### config.mk
export PLATFORM = sky130hd
export DESIGN_NAME = gyro_pid_servo_leveler_top
export DESIGN_NICKNAME = d
export VERILOG_FILES = /design/src/design/gpsl_pkg.sv /design/src/design/gyro_pid_servo_leveler_top.sv
export SDC_FILE = /design/constraint.sdc
export NUM_CORES = 2
export LEC_CHECK = 0
export BUFFER_PORTS_ARGS = -buffer_cell sky130_fd_sc_hd__buf_2
export CAP_MARGIN = 30
export CORE_ASPECT_RATIO = 0.75
export CORE_MARGIN = 2
export CORE_UTILIZATION = 55
export DETAILED_ROUTE_END_ITERATION = 10
export GPL_ROUTABILITY_DRIVEN = 0
export PLACE_DENSITY = 0.71
export SETUP_SLACK_MARGIN = 0.3
export SLEW_MARGIN = 20
export SYNTH_ARGS = -nofsm -noshare
export SYNTH_HDL_FRONTEND = slang
export SYNTH_SLANG_ARGS = --single-unit
### constraint.sdc
create_clock -name clk -period 32.2 [get_ports clk]
set_input_delay 6.44 -clock clk [delete_from_list [all_inputs] [get_ports clk]]
set_output_delay 6.44 -clock clk [all_outputs]
set_load 0.02 [all_outputs]
### src/design/gpsl_pkg.sv
`timescale 1ns / 1ps
// ----------------------------------------------------------------------------
// gpsl_pkg: shared constants and types for the gyro PID servo leveler
// Widths, fixed-point reciprocals, register indexes and reset values.
// ----------------------------------------------------------------------------
package gpsl_pkg;

  // Number of raw samples averaged into the zero offset.
  localparam int CAL_SAMPLES = 150;
  // Width of the saturating angle accumulator.
  localparam int ANGLE_BITS  = 40;

  localparam int SEEN_W  = $clog2(CAL_SAMPLES + 1);
  localparam int OFS_W   = 16 + $clog2(CAL_SAMPLES + 1);
  localparam int RATE_W  = 16;
  localparam int PULSE_W = 12;
  localparam int DB_W    = 15;
  localparam int ILIM_W  = 10;
  localparam int INT_W   = 11;
  localparam int Q_FRAC  = 24;

  // Divide-by-CAL_SAMPLES as a multiply by a rounded-up reciprocal.
  localparam int          CAL_SHIFT = 31;
  localparam logic [63:0] CAL_RECIP_W =
    ((64'd1 << CAL_SHIFT) + 64'(CAL_SAMPLES) - 64'd1) / 64'(CAL_SAMPLES);
  localparam logic [31:0] CAL_RECIP = CAL_RECIP_W[31:0];

  // Q24 reciprocals of the controller gains.
  localparam logic signed [13:0] RECIP_P = 14'sd2204;
  localparam logic signed [13:0] RECIP_I = 14'sd4409;
  localparam logic signed [13:0] RECIP_D = 14'sd4793;

  // Opcode of a control tick; any other value is a rate sample.
  localparam logic OP_TICK = 1'b1;

  // Configuration port.
  localparam int CFG_IDX_W  = 3;
  localparam int CFG_DATA_W = 15;

  typedef enum logic [CFG_IDX_W-1:0] {
    REG_DEAD_BAND      = 3'd0,
    REG_INTEGRAL_LIMIT = 3'd1,
    REG_CENTER_PULSE   = 3'd2,
    REG_MIN_PULSE      = 3'd3,
    REG_MAX_PULSE      = 3'd4
  } cfg_reg_t;

  localparam logic [DB_W-1:0]    DEAD_BAND_RST      = 15'd45;
  localparam logic [ILIM_W-1:0]  INTEGRAL_LIMIT_RST = 10'd500;
  localparam logic [PULSE_W-1:0] CENTER_PULSE_RST   = 12'd1500;
  localparam logic [PULSE_W-1:0] MIN_PULSE_RST      = 12'd1000;
  localparam logic [PULSE_W-1:0] MAX_PULSE_RST      = 12'd2000;
  localparam logic [PULSE_W-1:0] PULSE_RST          = 12'd1500;

endpackage

### src/design/gyro_pid_servo_leveler_top.sv
`timescale 1ns / 1ps
// ----------------------------------------------------------------------------
// gyro_pid_servo_leveler_top: gyro-driven PID servo leveler
// Calibrates a gyro zero offset, integrates the corrected rate into an angle
// and turns each control tick into a clamped servo pulse width.
// ----------------------------------------------------------------------------
//
//   Channel   Handshake                Payload
//   -------   ----------------------   -------------------------------------
//   item      item_valid / item_stall  opcode, gyro_raw
//   result    result_valid / result_stall  pulse_us, saturated, calibrating
//   cfg       cfg_valid / cfg_ready    cfg_index, cfg_data
//
// Each accepted word yields one result word: the input register passes it
// to the controller state, which doubles as the result register. A new word
// can be taken in every cycle while item_stall is low. Reset is synchronous
// and active high and restores the register defaults and a 1500 us pulse.
// Under result_stall the input register takes one more word, then item_stall
// rises. The cfg port is always ready and should only be written while idle.
//
// Rate samples: the first CAL_SAMPLES samples are summed and their average,
// truncated toward zero, becomes the zero offset. The divide by CAL_SAMPLES
// is a multiply by a rounded-up Q31 reciprocal, which is exact over the full
// range of the sum. Later samples are offset-corrected with saturation,
// forced to zero inside the dead band and added to a saturating angle.
//
// Control ticks: the angle is clamped to +-2^32 for the multipliers, the
// integral is updated with truncation toward zero and clamped to the limit,
// and the Q24 duty value is compared against the pulse limits (max first).
// Ticks during calibration leave the pulse and the flag unchanged.
// ----------------------------------------------------------------------------
module gyro_pid_servo_leveler_top (
  input  logic                                  clk,
  input  logic                                  rst,
  // input word channel
  input  logic                                  item_valid,
  output logic                                  item_stall,
  input  logic                                  opcode,
  input  logic signed [gpsl_pkg::RATE_W-1:0]    gyro_raw,
  // result word channel
  output logic                                  result_valid,
  input  logic                                  result_stall,
  output logic [gpsl_pkg::PULSE_W-1:0]          pulse_us,
  output logic                                  saturated,
  output logic                                  calibrating,
  // configuration write channel
  input  logic                                  cfg_valid,
  output logic                                  cfg_ready,
  input  logic [gpsl_pkg::CFG_IDX_W-1:0]        cfg_index,
  input  logic [gpsl_pkg::CFG_DATA_W-1:0]       cfg_data
);
  import gpsl_pkg::*;

  localparam int AEXT_W = 66;
  localparam int DP_W   = 34;
  localparam int PI_W   = 48;
  localparam int IS_W   = 50;
  localparam int IN_W   = IS_W - Q_FRAC;
  localparam int DUTY_W = 48;
  localparam int QUO_W  = 17;

  localparam logic signed [ANGLE_BITS-1:0] ANG_MAX = {1'b0, {(ANGLE_BITS-1){1'b1}}};
  localparam logic signed [ANGLE_BITS-1:0] ANG_MIN = {1'b1, {(ANGLE_BITS-1){1'b0}}};
  localparam logic signed [AEXT_W-1:0]     DP_HI   = 66'sd4294967296;
  localparam logic signed [AEXT_W-1:0]     DP_LO   = -66'sd4294967296;

  // Configuration registers.
  logic [DB_W-1:0]    dead_band;
  logic [ILIM_W-1:0]  integral_limit;
  logic [PULSE_W-1:0] center_pulse;
  logic [PULSE_W-1:0] min_pulse;
  logic [PULSE_W-1:0] max_pulse;

  // Input register.
  logic                     in_full;
  logic                     in_op;
  logic signed [RATE_W-1:0] in_raw;
  logic                     advance;

  // Controller state.
  logic [SEEN_W-1:0]            samples_seen;
  logic signed [OFS_W-1:0]      offset_sum;
  logic signed [RATE_W-1:0]     zero_offset;
  logic signed [ANGLE_BITS-1:0] angle_sum;
  logic signed [INT_W-1:0]      integral_term;
  logic signed [RATE_W-1:0]     last_rate;
  logic [PULSE_W-1:0]           pulse_width;
  logic                         sat_flag;

  logic [SEEN_W-1:0]            samples_seen_next;
  logic signed [OFS_W-1:0]      offset_sum_next;
  logic signed [RATE_W-1:0]     zero_offset_next;
  logic signed [ANGLE_BITS-1:0] angle_sum_next;
  logic signed [INT_W-1:0]      integral_term_next;
  logic signed [RATE_W-1:0]     last_rate_next;
  logic [PULSE_W-1:0]           pulse_width_next;
  logic                         sat_flag_next;

  // Datapath signals.
  logic                          cal_active;
  logic [OFS_W-1:0]              ofs_mag;
  logic [OFS_W+31:0]             ofs_prod;
  logic [QUO_W-1:0]              ofs_quo;
  logic [QUO_W-1:0]              ofs_avg;
  logic signed [RATE_W:0]        rate_diff;
  logic signed [RATE_W-1:0]      rate_sat;
  logic [RATE_W:0]               rate_mag;
  logic signed [RATE_W-1:0]      rate_db;
  logic signed [ANGLE_BITS:0]    angle_add;
  logic signed [AEXT_W-1:0]      angle_ext;
  logic signed [DP_W-1:0]        ang_c;
  logic signed [PI_W-1:0]        prod_i;
  logic signed [IS_W-1:0]        isum;
  logic signed [IN_W-1:0]        inew_raw;
  logic signed [IN_W-1:0]        ilim_s;
  logic signed [INT_W-1:0]       inew;
  logic signed [DUTY_W-1:0]      prod_p;
  logic signed [DUTY_W-1:0]      prod_d;
  logic signed [DUTY_W-1:0]      duty;
  logic signed [DUTY_W-1:0]      max_q;
  logic signed [DUTY_W-1:0]      min_q;

  // --------------------------------------------------------------------------
  // Configuration port
  // --------------------------------------------------------------------------
  assign cfg_ready = 1'b1;

  always_ff @(posedge clk) begin
    if (rst) begin
      dead_band      <= DEAD_BAND_RST;
      integral_limit <= INTEGRAL_LIMIT_RST;
      center_pulse   <= CENTER_PULSE_RST;
      min_pulse      <= MIN_PULSE_RST;
      max_pulse      <= MAX_PULSE_RST;
    end else if (cfg_valid && cfg_ready) begin
      unique case (cfg_index)
        REG_DEAD_BAND:      dead_band      <= cfg_data[DB_W-1:0];
        REG_INTEGRAL_LIMIT: integral_limit <= cfg_data[ILIM_W-1:0];
        REG_CENTER_PULSE:   center_pulse   <= cfg_data[PULSE_W-1:0];
        REG_MIN_PULSE:      min_pulse      <= cfg_data[PULSE_W-1:0];
        REG_MAX_PULSE:      max_pulse      <= cfg_data[PULSE_W-1:0];
        default: ;
      endcase
    end
  end

  // --------------------------------------------------------------------------
  // Handshake: the input register moves into the state whenever the result
  // register is empty or its word is being taken.
  // --------------------------------------------------------------------------
  assign advance    = in_full && (!result_valid || !result_stall);
  assign item_stall = in_full && result_valid && result_stall;

  always_ff @(posedge clk) begin
    if (rst) begin
      in_full <= 1'b0;
    end else if (!item_stall) begin
      in_full <= item_valid;
    end
  end

  always_ff @(posedge clk) begin
    if (item_valid && !item_stall) begin
      in_op  <= opcode;
      in_raw <= gyro_raw;
    end
  end

  always_ff @(posedge clk) begin
    if (rst) begin
      result_valid <= 1'b0;
    end else if (advance) begin
      result_valid <= 1'b1;
    end else if (!result_stall) begin
      result_valid <= 1'b0;
    end
  end

  // --------------------------------------------------------------------------
  // Calibration: running sum and the final average, truncated toward zero.
  // --------------------------------------------------------------------------
  assign cal_active      = samples_seen < SEEN_W'(CAL_SAMPLES);
  assign offset_sum_next = offset_sum + OFS_W'(in_raw);

  always_comb begin
    ofs_mag  = offset_sum_next[OFS_W-1] ? OFS_W'(-offset_sum_next) : OFS_W'(offset_sum_next);
    ofs_prod = (OFS_W+32)'(ofs_mag) * (OFS_W+32)'(CAL_RECIP);
    ofs_quo  = ofs_prod[CAL_SHIFT +: QUO_W];
    ofs_avg  = offset_sum_next[OFS_W-1] ? (~ofs_quo + QUO_W'(1)) : ofs_quo;
  end

  // --------------------------------------------------------------------------
  // Rate path: offset correction, dead band and saturating angle.
  // --------------------------------------------------------------------------
  always_comb begin
    rate_diff = {in_raw[RATE_W-1], in_raw} - {zero_offset[RATE_W-1], zero_offset};
    if (!rate_diff[RATE_W] && rate_diff[RATE_W-1]) begin
      rate_sat = {1'b0, {(RATE_W-1){1'b1}}};
    end else if (rate_diff[RATE_W] && !rate_diff[RATE_W-1]) begin
      rate_sat = {1'b1, {(RATE_W-1){1'b0}}};
    end else begin
      rate_sat = rate_diff[RATE_W-1:0];
    end
    // A 17-bit magnitude keeps the most negative rate outside every dead band.
    rate_mag = rate_sat[RATE_W-1] ? (RATE_W+1)'(-$signed({rate_sat[RATE_W-1], rate_sat}))
                                  : (RATE_W+1)'(rate_sat);
    rate_db  = (rate_mag <= (RATE_W+1)'(dead_band)) ? '0 : rate_sat;

    angle_add = (ANGLE_BITS+1)'(angle_sum) + (ANGLE_BITS+1)'(rate_db);
    if (!angle_add[ANGLE_BITS] && angle_add[ANGLE_BITS-1]) begin
      angle_sum_next = ANG_MAX;
    end else if (angle_add[ANGLE_BITS] && !angle_add[ANGLE_BITS-1]) begin
      angle_sum_next = ANG_MIN;
    end else begin
      angle_sum_next = angle_add[ANGLE_BITS-1:0];
    end
  end

  // --------------------------------------------------------------------------
  // Tick path: integral with anti-windup and the Q24 pulse computation.
  // --------------------------------------------------------------------------
  always_comb begin
    angle_ext = AEXT_W'(angle_sum);
    if (angle_ext > DP_HI) begin
      ang_c = DP_HI[DP_W-1:0];
    end else if (angle_ext < DP_LO) begin
      ang_c = DP_LO[DP_W-1:0];
    end else begin
      ang_c = angle_ext[DP_W-1:0];
    end

    prod_i = PI_W'(ang_c) * PI_W'(RECIP_I);
    isum   = (IS_W'(integral_term) <<< Q_FRAC) + IS_W'(prod_i);
    // Arithmetic shift floors; step negative values with a fraction back up.
    inew_raw = IN_W'(isum >>> Q_FRAC);
    if (isum[IS_W-1] && (isum[Q_FRAC-1:0] != '0)) begin
      inew_raw = inew_raw + IN_W'(1);
    end
    ilim_s = IN_W'(integral_limit);
    if (inew_raw > ilim_s) begin
      inew = INT_W'(ilim_s);
    end else if (inew_raw < -ilim_s) begin
      inew = INT_W'(-ilim_s);
    end else begin
      inew = INT_W'(inew_raw);
    end

    prod_p = DUTY_W'(ang_c) * DUTY_W'(RECIP_P);
    prod_d = DUTY_W'(last_rate) * DUTY_W'(RECIP_D);
    duty   = $signed({12'd0, center_pulse, 24'd0})
             - (prod_p + (DUTY_W'(inew) <<< Q_FRAC) + prod_d);
    max_q  = $signed({12'd0, max_pulse, 24'd0});
    min_q  = $signed({12'd0, min_pulse, 24'd0});
  end

  // --------------------------------------------------------------------------
  // Next state selection.
  // --------------------------------------------------------------------------
  always_comb begin
    samples_seen_next  = samples_seen;
    zero_offset_next   = zero_offset;
    last_rate_next     = last_rate;
    integral_term_next = integral_term;
    pulse_width_next   = pulse_width;
    sat_flag_next      = sat_flag;

    if (in_op != OP_TICK) begin
      if (cal_active) begin
        samples_seen_next = samples_seen + SEEN_W'(1);
        if (samples_seen_next == SEEN_W'(CAL_SAMPLES)) begin
          zero_offset_next = ofs_avg[RATE_W-1:0];
        end
      end else begin
        last_rate_next = rate_db;
      end
    end else if (!cal_active) begin
      integral_term_next = inew;
      if (duty > max_q) begin
        pulse_width_next = max_pulse;
        sat_flag_next    = 1'b1;
      end else if (duty < min_q) begin
        pulse_width_next = min_pulse;
        sat_flag_next    = 1'b1;
      end else begin
        pulse_width_next = duty[Q_FRAC +: PULSE_W];
        sat_flag_next    = 1'b0;
      end
    end
  end

  always_ff @(posedge clk) begin
    if (rst) begin
      samples_seen  <= '0;
      offset_sum    <= '0;
      zero_offset   <= '0;
      angle_sum     <= '0;
      integral_term <= '0;
      last_rate     <= '0;
      pulse_width   <= PULSE_RST;
      sat_flag      <= 1'b0;
    end else if (advance) begin
      samples_seen  <= samples_seen_next;
      zero_offset   <= zero_offset_next;
      last_rate     <= last_rate_next;
      integral_term <= integral_term_next;
      pulse_width   <= pulse_width_next;
      sat_flag      <= sat_flag_next;
      if (in_op != OP_TICK) begin
        if (cal_active) begin
          offset_sum <= offset_sum_next;
        end else begin
          angle_sum  <= angle_sum_next;
        end
      end
    end
  end

  // The state only moves when a new result word is loaded, so it is the
  // result payload and holds steady under result_stall.
  assign pulse_us    = pulse_width;
  assign saturated   = sat_flag;
  assign calibrating = cal_active;

endmodule
Word-level counts from Yosys, hierarchy flattened
Index checks and enable logic that the tools add are counted.
{ "word_totals": {"reg_bits": 208, "in_bits": 40, "out_inout_bits": 17, "wordCells": 98} }
{ "classes": {"n_addsub": 13, "n_mul": 4, "order_cmp": 8, "n_eq_ne": 6, "n_mux": 19, "n_bitwise": 3, "n_reduce_logical": 28} }
{ "ops": {"columns": ["cell", "count"], "rows": [
  ["$mux W40", 2],
  ["$mux W34", 2],
  ["$mux W16", 4],
  ["$add A35 B48 Y49", 1],
  ["$add A47 B35 Y48", 1],
  ["$add A48 B30 Y48", 1],
  ["$gt A48 B37 Y1", 1],
  ["$lt A48 B37 Y1", 1],
  ["$mul A34 B14 Y48 const B", 1],
  ["$sub A37 B48 Y48", 1],
  ["$mul A24 B23 Y46 const B", 1],
  ["$mul A34 B11 Y45 const B", 1],
  ["$add A40 B16 Y41", 1],
  ["$gt A40 B34 Y1 const B", 1],
  ["$lt A40 B33 Y1 const B", 1],
  ["$mul A16 B14 Y30 const B", 1],
  ["$add A25 B2 Y26 const B", 1],
  ["$gt A26 B11 Y1", 1],
  ["$lt A26 B26 Y1", 1],
  ["$mux W26", 1],
  ["$neg A10 Y26", 1],
  ["$add A24 B16 Y24", 1],
  ["$mux W12", 2],
  ["$mux W24", 1],
  ["other kinds (25)", 51]
]} }

Logic depth before layout (Yosys ltp)
{ "depth": {"depth_word": 17, "depth_mapped": 87, "ltp_nobuf": 80} }

Least setup slack after synthesis
OpenSTA, ideal clock, no wires.
{ "synth_path": {"path_kind": "flip-flop to flip-flop", "startpoint": "register angle_sum[18]", "endpoint": "register pulse_width[6], in the netlist pulse_us[6]", "setup_ps": 128, "arrival_ps": 17364, "t_required_ps": 32072, "slack_ps": 14708, "path_stages_with_launch": 79, "n_path_buf": 8, "period_less_slack_ps": 17492, "cell_sequence": "dfxtp_1 -> clkbuf_1 -> nor4_1 -> nand4_1 -> nor4_1 -> nand4_1 -> a21oi_1 -> or2_2 -> clkbuf_1 -> clkbuf_1 -> clkbuf_1 -> nand2_1 -> inv_1 -> ha_1 -> inv_1 -> fa_1 -> inv_1 -> ha_1 -> [... 43 more ...] -> a21oi_1 -> xnor2_1 -> ha_1 -> nand4_1 -> nor4_1 -> nand3_1 -> a2111oi_0 -> o2111ai_1 -> a311oi_1 -> nand4_1 -> nor4_1 -> o2111ai_1 -> a2111oi_0 -> a21boi_0 -> o21ai_1 -> buf_2 -> mux2i_1 -> o21ai_1"} }
{ "synth_between": {"elab_chain_len": 17, "elab_cells_between_ends": 22, "classes_between": "add/sub (5); mul (2); order compare (6); mux (7); reduce/logical (2)"} }
{ "synth_rtl": {"columns": ["item", "line_no", "text"], "rows": [
  ["start, declared", "gyro_pid_servo_leveler_top.sv:84", "logic signed [ANGLE_BITS-1:0] angle_sum;"],
  ["start signal, assigned", "gyro_pid_servo_leveler_top.sv:312", "angle_sum <= angle_sum_next;"],
  ["$lt A40 B33 Y1", "gyro_pid_servo_leveler_top.sv:226", "end else if (angle_ext < DP_LO) begin"],
  ["$mux W34", "gyro_pid_servo_leveler_top.sv:226", null],
  ["$mux W34 (*)", "gyro_pid_servo_leveler_top.sv:224", "if (angle_ext > DP_HI) begin"],
  ["$mul A34 B14 Y48 (*)", "gyro_pid_servo_leveler_top.sv:232", "prod_i = PI_W'(ang_c) * PI_W'(RECIP_I);"],
  ["$add A35 B48 Y49 (*)", "gyro_pid_servo_leveler_top.sv:233", "isum = (IS_W'(integral_term) <<< Q_FRAC) + IS_W'(prod_i);"],
  ["parallel branches: the longest is 2 deep, another holds $add A25 B2 Y26", null, null],
  ["$mux W26 (*)", "gyro_pid_servo_leveler_top.sv:236", "if (isum[IS_W-1] && (isum[Q_FRAC-1:0] != '0)) begin"],
  ["$lt A26 B26 Y1", "gyro_pid_servo_leveler_top.sv:242", "end else if (inew_raw < -ilim_s) begin"],
  ["$mux W11", "gyro_pid_servo_leveler_top.sv:242", null],
  ["$mux W11 (*)", "gyro_pid_servo_leveler_top.sv:240", "if (inew_raw > ilim_s) begin"],
  ["via inew[1]", "gyro_pid_servo_leveler_top.sv:116", "logic signed [INT_W-1:0] inew;"],
  ["$add A47 B35 Y48 (*)", "gyro_pid_servo_leveler_top.sv:251", "- (prod_p + (DUTY_W'(inew) <<< Q_FRAC) + prod_d);"],
  ["$add A48 B30 Y48 (*)", "gyro_pid_servo_leveler_top.sv:251", null],
  ["$sub A37 B48 Y48 (*)", "gyro_pid_servo_leveler_top.sv:251", null],
  ["$lt A48 B37 Y1", "gyro_pid_servo_leveler_top.sv:281", "end else if (duty < min_q) begin"],
  ["$mux W12", "gyro_pid_servo_leveler_top.sv:281", null],
  ["$mux W12 (*)", "gyro_pid_servo_leveler_top.sv:278", "if (duty > max_q) begin"],
  ["end signal, assigned", "gyro_pid_servo_leveler_top.sv:306", "pulse_width <= pulse_width_next;"],
  ["end, declared", "gyro_pid_servo_leveler_top.sv:87", "logic [PULSE_W-1:0] pulse_width;"]
]} }
Mark *: on every way through the listed nets, which the timed path passes.
A chain may end at the register's enable or synchronous reset.

Worst setup path after layout
{ "layout_path": {"startpoint": "register angle_sum[19]", "endpoint": "register pulse_width[10], in the netlist pulse_us[10]"} }
The elaborated chain is that of the path after synthesis.

==> reports/results.ini <==
[outcome]
status = completed

[sta]
timing.final.crit_share_pct = 63.2
setup_viol = 0
relSlewSlack_pct = 34.7
finalSetupTns_ns = 0
max_freq_mhz = 49.2
fin_skew_ns = 0.0452
final-max-slew-violation-count = 0
fin_crit_ns = 20.34
grt_setup_unrepaired = no
finalHoldViolations = 0
worst_slew_pin_slew_ns = 0.972

[drt]
first_iter_violations = 4062
drtPass1Iterations = 6
viasPerCell = 5.81
ant_nets = 0
drcViolationCount = 0
vias = 39900
routed_wl_um = 139000
wire_per_inst_um = 20.3

[worst_setup_path]
rr_endpoint = pulse_us[10]$_SDFFE_PP1P_
crit_type = register to register
worstPathArrival_ns = 20.80
timing.rr.start = angle_sum[19]$_SDFFE_PP0P_
cpMostUsedCell = ha_1
reg2regPathDepth = 74
crit_fanout = 50
crit_slowest_cell = nor4_1
start_kind = register
cp-end-kind = register
required_ns = 32.66
max_stage_delay_ns = 0.80
reg2reg_slack_ns = 11.86

[yosys]
synth_async_sr_flop_share_pct = 0
synth_edf_count = 17
yosysTopAreaCell = fa_1
synth_commonest_cells = 1094 x inv_1, 830 x ha_1, 580 x fa_1
syn_area_mm2 = 0.0486
synth_cell_type_count = 88
synthCells = 5696
synthTopCellsByArea = fa_1 24%, ha_1 21%, inv_1 8.4%, dfxtp_1 7.9%, xnor2_1 4.2%
syn_avg_cell_area_um2 = 8.54
syn_nets = 7146
ys_seq_elements = 208
ys_seq_area_share_pct = 8.91
yosys.cell_count.top_type = inv_1
yosys_warnings = 0
synth_top_cell_area_share_pct = 23.9
ys.flop_type = dfxtp_1

[global_route]
first_global_vias = 38100
track_usage_pct = 30.6
grt_max_degree = 82
grt-ovfl-total = 0
grt_antenna_before_repair = 6
grt_pass1_wl_um = 218000

[clock_network]
htreeDepth = 1
clock-sinks = 208
clk_pin_slew_ns = 0.06
post_cts_buffers = 0
holdBufCountCts = 0
insertion_delay_ns = 0.61
cts_resized = 0
clock-root-buffer = clkbuf_16
cts_buffer_depth = 3
tritoncts = yes
cts_buffers = 26

[cells_and_area]
area_delta_synth_final_pct = 5.23
nFillCells = 7732
drive_gt1_share_pct = 4.24
final_nets = 7132

[placed_design]
place_hpwl_um = 118000
portBuffers = 55

[floorplanning]
coreArea_mm2 = 0.0876
die_area_mm2 = 0.0908
ioPinCount = 57
die_h_um = 262
start_util_pct = 55.5
row_count = 94
die_w_um = 347

[hold_path]
holdPathStages = 2
hold_end = min_pulse[1]$_SDFFE_PP0P_
worstHoldStart = min_pulse[1]$_SDFFE_PP0P_
holdCritPathClass = register to register

[job]
cap_violations = 0

-- cells in the final DEF, fill, tap and decap left out, types with 116 or more instances in the layout --
cell	count
a21o_1	116
a21oi_1	334
nor2_1	325
o21ai_0	199
xor2_1	151
inv_1	1094
dfxtp_1	190
ha_1	830
nand2_1	361
fa_1	580
xnor2_1	230
-- sequential cells by signal, summed over array words and instances, names as in the netlist, 15 cells and up --
signal       count
last_rate       16
dead_band       15
angle_sum       40
zero_offset     16
offset_sum      24
in_raw          16
-- cell type report --
type	count	area, um^2	share of cell area [%]
inverters	1094	4110	8.03
clock inverters	19	216	0.423
flip-flops and latches	208	4340	8.48
repair buffers	115	744	1.45
multi-input cells	4237	39600	77.5
clock buffers	29	672	1.31
diodes	4	10.0	0.0196
well taps	1152	1440	2.82
-- cell families (layout without fill, tap and decap cells) --
family                     Yosys count  in the layout  share of synthesized area, %
xor gates and xnor gates           385            385                          6.93
adders and majority gates         1453           1453                          46.1
muxes                               75             75                          1.62
DFF                                208            208                          8.91
and+or+nand+nor                   1232           1232                          12.3
AOI/OAI and AO/OA                 1090           1090                          14.4
buffers and inverters             1251           1257                          9.69
other                                2              6                        0.0154
-- worst max-delay path by stage --
stage	endpoint	slack (ns)	startpoint
after global placement	pulse_us[1]$_SDFFE_PP0P_	12.07	angle_sum[25]$_SDFFE_PP0P_
after global routing	pulse_us[10]$_SDFFE_PP1P_	10.54	angle_sum[19]$_SDFFE_PP0P_
after CTS	pulse_us[10]$_SDFFE_PP1P_	11.88	angle_sum[25]$_SDFFE_PP0P_
after detailed placement	pulse_us[10]$_SDFFE_PP1P_	12.02	angle_sum[25]$_SDFFE_PP0P_
after floorplan	pulse_us[6]$_SDFFE_PP1P_	14.71	angle_sum[18]$_SDFFE_PP0P_
final	pulse_us[10]$_SDFFE_PP1P_	11.86	angle_sum[19]$_SDFFE_PP0P_
-- metal layers --
metal	global-route usage [%]	up-vias	part of all wire, %
met5	0	-	0
li1	-	18900	-
met2	42.3	1544	39
met3	7.89	136	11
met4	4.92	0	1.7
met1	48.0	19300	48
-- critical path, delay by kind of cell (launching register included) --
family | cells | cell delay [ns]
buffers and inverters | 7 | 0.80
XOR/XNOR | 3 | 0.46
adder cells (fa/ha/maj) | 15 | 6.04
AND/OR/NAND/NOR | 21 | 5.09
AO/OA/AOI/OAI | 26 | 6.55
flip-flops | 1 | 0.47
multiplexers | 2 | 0.75
-- stage by stage --
stage	worst slack [ns]	std cells	area [um^2]	hold WS, ns	utilization, %
after floorplan	14.71	5696	48600	0.436	-
after global placement	12.07	6791	50100	0.441	57.2
after detailed placement	12.02	6799	50200	0.451	57.3
after CTS	11.88	6847	51100	0.460	58.3
after global routing	10.54	6857	51200	0.479	58.4
final	11.86	6858	51200	0.459	58.4
Power is not shown: default switching activity piles up to over one toggle a cycle in this logic, so the estimate is an artifact.
